File: config.mk
export PLATFORM = sky130hd
export DESIGN_NAME = hab4_cfg_flat
export DESIGN_NICKNAME = d
export VERILOG_FILES = /design/src/rtl/core/hab4_pkg.sv /design/src/rtl/core/hab4_if.sv /design/src/rtl/core/hab4_cfg.sv /design/src/flat_wrapper.sv
export SDC_FILE = /design/constraint.sdc
export NUM_CORES = 1
export LEC_CHECK = 0
export BUFFER_PORTS_ARGS = -buffer_cell sky130_fd_sc_hd__buf_2
export CORE_AREA = 2 2 166 168
export CTS_CLUSTER_DIAMETER = 100
export CTS_CLUSTER_SIZE = 8
export DETAILED_ROUTE_END_ITERATION = 10
export DIE_AREA = 0 0 168 170
export GPL_ROUTABILITY_DRIVEN = 0
export PLACE_DENSITY = 0.84
export SYNTH_ARGS = -nofsm -noshare
export SYNTH_HDL_FRONTEND = slang
export SYNTH_SLANG_ARGS = --single-unit
File: constraint.sdc
create_clock -name clk -period 3.17 [get_ports clk]
set_input_delay 0.4755 -clock clk [delete_from_list [all_inputs] [get_ports clk]]
set_output_delay 0.4755 -clock clk [all_outputs]
set_load 0.05 [all_outputs]
File: src/rtl/core/hab4_pkg.sv
// Shared widths, register codes, reset values and helper functions of the harvester load step.
`timescale 1ns / 1ps

package hab4_pkg;

  localparam int FRAC_BITS_DEF = 32;

  localparam int DATA_W    = 48;
  localparam int CFG_W     = 47;
  localparam int CFG_IDX_W = 4;
  localparam int SUM_W     = DATA_W + 2;

  // Shared multiplier: A is the wide operand, B is consumed in digits.
  localparam int MUL_A_W    = 56;
  localparam int MUL_B_W    = 48;
  localparam int MUL_DIG_W  = 16;
  localparam int MUL_DIGITS = MUL_B_W / MUL_DIG_W;
  localparam int DIG_CNT_W  = $clog2(MUL_DIGITS);
  localparam int MUL_P_W    = MUL_A_W + MUL_B_W;

  // floor(x / 3) = (x * DIV3_MAGIC) >> DIV_SHIFT, exact for x below 2^47.
  localparam int DIV_SHIFT = 48;
  localparam logic [MUL_B_W-1:0] DIV3_MAGIC = MUL_B_W'(((64'd1 << DIV_SHIFT) + 64'd2) / 64'd3);

  localparam int HIST_DEPTH = 4;
  localparam int HIST_IDX_W = $clog2(HIST_DEPTH);
  localparam int PHASE_W    = 3;
  localparam logic [PHASE_W-1:0] PHASE_AB = PHASE_W'(HIST_DEPTH);

  // Register indexes.
  localparam logic [CFG_IDX_W-1:0] CFG_COUPLING_OVER_CAP    = 4'd0;
  localparam logic [CFG_IDX_W-1:0] CFG_INV_RC               = 4'd1;
  localparam logic [CFG_IDX_W-1:0] CFG_STEP_SIZE            = 4'd2;
  localparam logic [CFG_IDX_W-1:0] CFG_COUPLING_OVER_LENGTH = 4'd3;
  localparam logic [CFG_IDX_W-1:0] CFG_LINEAR_STIFFNESS     = 4'd4;
  localparam logic [CFG_IDX_W-1:0] CFG_TORSION_BASE         = 4'd5;
  localparam logic [CFG_IDX_W-1:0] CFG_TORSION_SLOPE        = 4'd6;
  localparam logic [CFG_IDX_W-1:0] CFG_ANGLE_THRESHOLD      = 4'd7;

  // Register reset values.
  localparam logic [CFG_W-1:0] RST_COUPLING_OVER_CAP    = 47'd55476661077333;
  localparam logic [CFG_W-1:0] RST_INV_RC               = 47'd357913941333;
  localparam logic [CFG_W-1:0] RST_STEP_SIZE            = 47'd858993;
  localparam logic [CFG_W-1:0] RST_COUPLING_OVER_LENGTH = 47'd13314399;
  localparam logic [CFG_W-1:0] RST_LINEAR_STIFFNESS     = 47'd615898310246;
  localparam logic [CFG_W-1:0] RST_TORSION_BASE         = 47'd9835475108;
  localparam logic [CFG_W-1:0] RST_TORSION_SLOPE        = 47'd55898100000;
  localparam logic [CFG_W-1:0] RST_ANGLE_THRESHOLD      = 47'd749590350;

  typedef struct packed {
    logic [CFG_W-1:0] coupling_over_cap;
    logic [CFG_W-1:0] inv_rc;
    logic [CFG_W-1:0] step_size;
    logic [CFG_W-1:0] coupling_over_length;
    logic [CFG_W-1:0] linear_stiffness;
    logic [CFG_W-1:0] torsion_base;
    logic [CFG_W-1:0] torsion_slope;
    logic [CFG_W-1:0] angle_threshold;
  } cfg_regs_t;

  typedef struct packed {
    logic start;
    logic div_mode;
  } mul_req_t;

  typedef struct packed {
    logic                     done;
    logic signed [DATA_W-1:0] result;
  } mul_rsp_t;

  // Clamp an exact sum to the 48-bit signed range.
  function automatic logic signed [DATA_W-1:0] sat_sum(input logic signed [SUM_W-1:0] x);
    logic signed [SUM_W-1:0] hi;
    logic signed [SUM_W-1:0] lo;
    hi = {{(SUM_W-DATA_W+1){1'b0}}, {(DATA_W-1){1'b1}}};
    lo = {{(SUM_W-DATA_W+1){1'b1}}, {(DATA_W-1){1'b0}}};
    if (x > hi) begin
      sat_sum = hi[DATA_W-1:0];
    end else if (x < lo) begin
      sat_sum = lo[DATA_W-1:0];
    end else begin
      sat_sum = x[DATA_W-1:0];
    end
  endfunction

  // Adams-Bashforth weights, oldest slot first.
  function automatic logic signed [7:0] ab4_coef(input logic [HIST_IDX_W-1:0] idx);
    case (idx)
      2'd0: ab4_coef = -8'sd9;
      2'd1: ab4_coef = 8'sd37;
      2'd2: ab4_coef = -8'sd59;
      2'd3: ab4_coef = 8'sd55;
      default: ab4_coef = 8'sd0;
    endcase
  endfunction

endpackage

File: src/rtl/core/hab4_if.sv


interface hab4_cfg_if;
  logic                              valid;
  logic                              ready;
  logic [hab4_pkg::CFG_IDX_W-1:0]    index;
  logic [hab4_pkg::CFG_W-1:0]        data;
  modport source (output valid, index, data, input ready);
  modport sink (input valid, index, data, output ready);
endinterface

File: src/rtl/core/hab4_cfg.sv
// Configuration register file of the harvester load step.
`timescale 1ns / 1ps

module hab4_cfg (
  input  logic                clk,
  input  logic                rst,
  hab4_cfg_if.sink            cfg,
  output hab4_pkg::cfg_regs_t regs
);

  assign cfg.ready = 1'b1;

  always_ff @(posedge clk) begin
    if (rst) begin
      regs.coupling_over_cap    <= hab4_pkg::RST_COUPLING_OVER_CAP;
      regs.inv_rc               <= hab4_pkg::RST_INV_RC;
      regs.step_size            <= hab4_pkg::RST_STEP_SIZE;
      regs.coupling_over_length <= hab4_pkg::RST_COUPLING_OVER_LENGTH;
      regs.linear_stiffness     <= hab4_pkg::RST_LINEAR_STIFFNESS;
      regs.torsion_base         <= hab4_pkg::RST_TORSION_BASE;
      regs.torsion_slope        <= hab4_pkg::RST_TORSION_SLOPE;
      regs.angle_threshold      <= hab4_pkg::RST_ANGLE_THRESHOLD;
    end else if (cfg.valid) begin
      case (cfg.index)
        hab4_pkg::CFG_COUPLING_OVER_CAP:    regs.coupling_over_cap    <= cfg.data;
        hab4_pkg::CFG_INV_RC:               regs.inv_rc               <= cfg.data;
        hab4_pkg::CFG_STEP_SIZE:            regs.step_size            <= cfg.data;
        hab4_pkg::CFG_COUPLING_OVER_LENGTH: regs.coupling_over_length <= cfg.data;
        hab4_pkg::CFG_LINEAR_STIFFNESS:     regs.linear_stiffness     <= cfg.data;
        hab4_pkg::CFG_TORSION_BASE:         regs.torsion_base         <= cfg.data;
        hab4_pkg::CFG_TORSION_SLOPE:        regs.torsion_slope        <= cfg.data;
        hab4_pkg::CFG_ANGLE_THRESHOLD:      regs.angle_threshold      <= cfg.data;
        default: ; // drop writes beyond the register list
      endcase
    end
  end

endmodule

File: src/flat_wrapper.sv
// flat-port wrapper written by rule: the top's interface ports become plain ports
module hab4_cfg_flat 
  (clk, rst, regs, cfg_valid, cfg_index, cfg_data, cfg_ready);
  hab4_cfg_if cfg_i ();
  input  logic clk;
  input  logic rst;
  output hab4_pkg::cfg_regs_t regs;
  input wire logic [$bits(cfg_i.valid)-1:0] cfg_valid;
  input wire logic [$bits(cfg_i.index)-1:0] cfg_index;
  input wire logic [$bits(cfg_i.data)-1:0] cfg_data;
  output wire logic [$bits(cfg_i.ready)-1:0] cfg_ready;
  assign cfg_i.valid = cfg_valid;
  assign cfg_i.index = cfg_index;
  assign cfg_i.data = cfg_data;
  assign cfg_ready = cfg_i.ready;
  hab4_cfg u_core (.clk(clk), .rst(rst), .cfg(cfg_i), .regs(regs));
endmodule
[After elaboration in Yosys (flattened, before gate mapping)]
Cells that the tools add are included.
Cells by class
  reductions and logical operators: 9
  equal/unequal tests: 7
Operator list (count)
  4-bit by 3-bit equality test with 1-bit output, second input constant: 4
  2-bit AND reduction: 8
  4-bit by 2-bit equality test with 1-bit output, second input constant: 2
  4-bit by 1-bit equality test with 1-bit output, second input constant: 1
  4-bit zero test: 1
Storage, ports and cells
  logic and storage cells: 24
  register bits: 376
  bits of input ports: 54

[Logic depth before layout (Yosys ltp)]
  depth after elaboration: 2
  mapped depth: 6
  depth with buffers taken out: 3

[Worst setup path before layout]
OpenSTA, ideal clock, no wires.
  path type: input-to-reg
  start point: input port cfg_index[1]
  end point: register, netlist name u_core.regs[336]
  cell stages on the path: 6
  path slack: 1488 ps
  arrival time: 1610 ps
  setup time: 72 ps
  buffers on the path: 3
  data required time: 3098 ps
  cell sequence: or3b_1 -> buf_6 -> nor3_4 -> buf_8 -> buf_12 -> mux2i_1
Between the ends
  longest elaborated chain between the ends: 2
RTL lines
  start: declaration: RTL line flat_wrapper.sv:9  | input wire logic [$bits(cfg_i.index)-1:0] cfg_index;
  4-bit zero test: RTL line hab4_cfg.sv:24  | case (cfg.index)
  2-bit AND reduction (no source line)
Every way passes these cells.
A chain may end at the register's enable or synchronous reset.

[Worst setup path in the final report]
  start point: input port cfg_index[1]
  end point: register, netlist name u_core.regs[354]
Between the ends
  longest elaborated chain between the ends: 2
RTL lines (RTL line)
  4-bit zero test: hab4_cfg.sv:24
  2-bit AND reduction (no source line)
Every way passes these cells.

==> reports/qor.txt <==
status -> completed
f_max -> 532.1 MHz
startpoint types -> primary input
Layout area overhead -> 25.22%
hold depth -> 3
DRT Pass-1 Iters -> 5
number of synthesized register bits -> 376
Max Buffers Root-to-Sink -> 3
# DRC -> 0
Unique masters post-synth -> 31
HPWL after DPL -> 33.00 mm
non-filler instance count after layout -> 2189
Pwr Total -> 10.48 mW
post-CTS setup buffer count -> 0
vias post-DR -> 12330
R2R cell count -> 3
RSZ-0062 raised after global routing -> false
Skew-Pair Late Insertion Delay -> 0.54 ns
gr usage total -> 0.3196
Post-synth EDFFs -> 0
most used flip-flop cell after synthesis -> dfxtp_1
Starting Density -> 0.5420
placed instance count -> 2127
max-slew violations -> 0
final setup fails -> 0
layout cell share with drive strength beyond 1 -> 0.2852
yosys warns -> 0
Data arrival, critical path -> 2.34 ns
worst hold path type -> in -> reg
DR iter-0 viols -> 857
Biggest register -> u_core.regs
Syn Std Cell Area -> 0.01444 mm²
maximum net fanout on the critical path -> 26
Worst-Margin Slew -> 1.351 ns
antenna-violating nets left -> 0
vias in the first global route -> 12170
setup TNS -> 0 ns
root buf cell -> clkbuf_16
post-CTS sizing -> 0
clk sinks -> 376
drt via density -> 5.632
Setup CP Type -> in -> reg
critical path endpoint category -> flop
pin count of the biggest net entering global routing -> 121
WL/cell -> 21.68 µm
Tmin final -> 1.879 ns
post-cts hold buffer count -> 0
number of port buffers -> 429
Avg Cell Area, Syn -> 9.989 µm²
clk_skew -> 0 ns
TritonCTS Buffers -> 52
fillers -> 2076
first-pass GRT wire length -> 70.45 mm
total die area -> 0.02856 mm²
MaxCap Viol Count -> 0
Ports -> 431
cells after synthesis -> 1446
Seq/Total Area, Yosys -> 0.5211
final net count -> 1894
Placeable Area -> 0.02665 mm²
Syn Nets -> 1500
CTS tree -> built
WP data required -> 3.63 ns
die height -> 170 µm
Clock Pin Slew Worst Setup and Hold Paths -> 0.05 ns
H-tree levels -> 2
Final Cycle Share -> 0.5929
Regs by FF count -> u_core.regs: 376 flops
Worst VDD drop -> 0.0005642 V
Die Wd -> 168 µm
LEAKAGE -> 8.747 nW
fraction of registers with async set/reset -> 0
number of flip-flops under the largest register name -> 376
Post-Route WL -> 47.46 mm
final hold violation count -> 0
Overflow after GRT -> 0
relative slew slack -> 0.09956
Pwr per Cell Area -> 579.7 mW/mm²
initial antenna violation count -> 7
Core Rows -> 60
cell usage after synthesis, types with 4 or more instances:
library cell | n | area (µm²)
mux2i_1 | 287 | 2873
buf_1 | 5 | 18.77
buf_2 | 22 | 110.1
o21ai_0 | 104 | 520.5
clkbuf_1 | 72 | 270.3
nor2b_1 | 30 | 187.7
a21oi_1 | 60 | 300.3
dfxtp_1 | 376 | 7527
nand2_1 | 4 | 15.01
nand2b_1 | 199 | 1245
nor2_1 | 179 | 671.9
o21ai_1 | 13 | 65.06
buf_6 | 8 | 90.09
buf_4 | 6 | 45.04
nand3_1 | 61 | 305.3
logic make-up after synthesis:
kind of cell | count (synthesis) | synth area share
simple gates | 486 | 0.1753
buf+inv | 118 | 0.04253
compound gates | 178 | 0.06185
flops | 376 | 0.5211
mux | 287 | 0.1989
other cells | 1 | 0.0002596
area by class of cell:
type | instances | area [µm²] | area share
Clock inverter | 1 | 16.27 | 0.0008993
Multi-Input combinational cell | 952 | 6336 | 0.3503
Tap cell | 341 | 426.7 | 0.02359
Sequential cell | 376 | 7527 | 0.4162
Antenna cell | 7 | 17.52 | 0.0009685
Timing Repair Buffer | 458 | 2412 | 0.1334
Clock buffer | 54 | 1351 | 0.07471
final timing paths:
| check | endpoint | slack [ns] | startpoint |
|---|---|---|---|
| setup / recovery | u_core.regs[354] | 1.29 | cfg_index[1] |
| hold / removal | u_core.regs[301] | 0.22 | cfg_data[19] |
| setup reg to reg | u_core.regs[35] | 2.31 | u_core.regs[35] |
| hold reg to reg | u_core.regs[222] | 0.47 | u_core.regs[222] |
worst max-delay path, cell delays in order:
cell and delay, ns:
buf_2 0.13, or3b_1 0.70, nor3_4 0.25, buf_4 0.49
mux2i_1 0.25
metal layers:
| layer | track usage | share of wire | up-vias |
|---|---|---|---|
| met5 | 0 | 0 | - |
| met4 | 0.1822 | 0.058 | 0 |
| met3 | 0.07395 | 0.088 | 162 |
| met2 | 0.5032 | 0.45 | 668 |
| met1 | 0.4057 | 0.40 | 5901 |
| li1 | - | - | 5598 |
layout by cell type (no fill, tap or decap), types with 3 or more instances in the layout:
| master | Yosys | layout |
|---|---|---|
| diode_2 | 0 | 7 |
| buf_12 | 3 | 3 |
| buf_2 | 22 | 428 |
| mux2i_1 | 287 | 287 |
| nand2_1 | 4 | 3 |
| dfxtp_1 | 376 | 376 |
| o21ai_0 | 104 | 104 |
| o21ai_1 | 13 | 13 |
| nor2b_1 | 30 | 29 |
| nand2b_1 | 199 | 198 |
| nand3_1 | 61 | 61 |
| nor2_1 | 179 | 179 |
| buf_4 | 6 | 26 |
| clkbuf_16 | 0 | 54 |
| a21oi_1 | 60 | 60 |
per-stage QoR:
step,setup WS (ns),hold slack [ns],instance area (µm²),utilization
2_1_floorplan,1.488,0.6232,14440,-
3_3_place_gp,0.8456,0.4538,16700,0.6267
3_5_place_dp,0.7587,0.4584,16700,0.6267
4_1_cts,1.328,0.2020,18070,0.6780
5_1_grt,1.235,0.2182,18090,0.6787
6_report,1.291,0.2175,18090,0.6787
report_power, final:
part / internal, mW / total (mW) / switching (mW)
registers: 4.80 / 4.83 / 0.0322
logic: 0.206 / 0.812 / 0.606
clock network: 2.95 / 4.84 / 1.89
(Power assumes the default switching activity.)
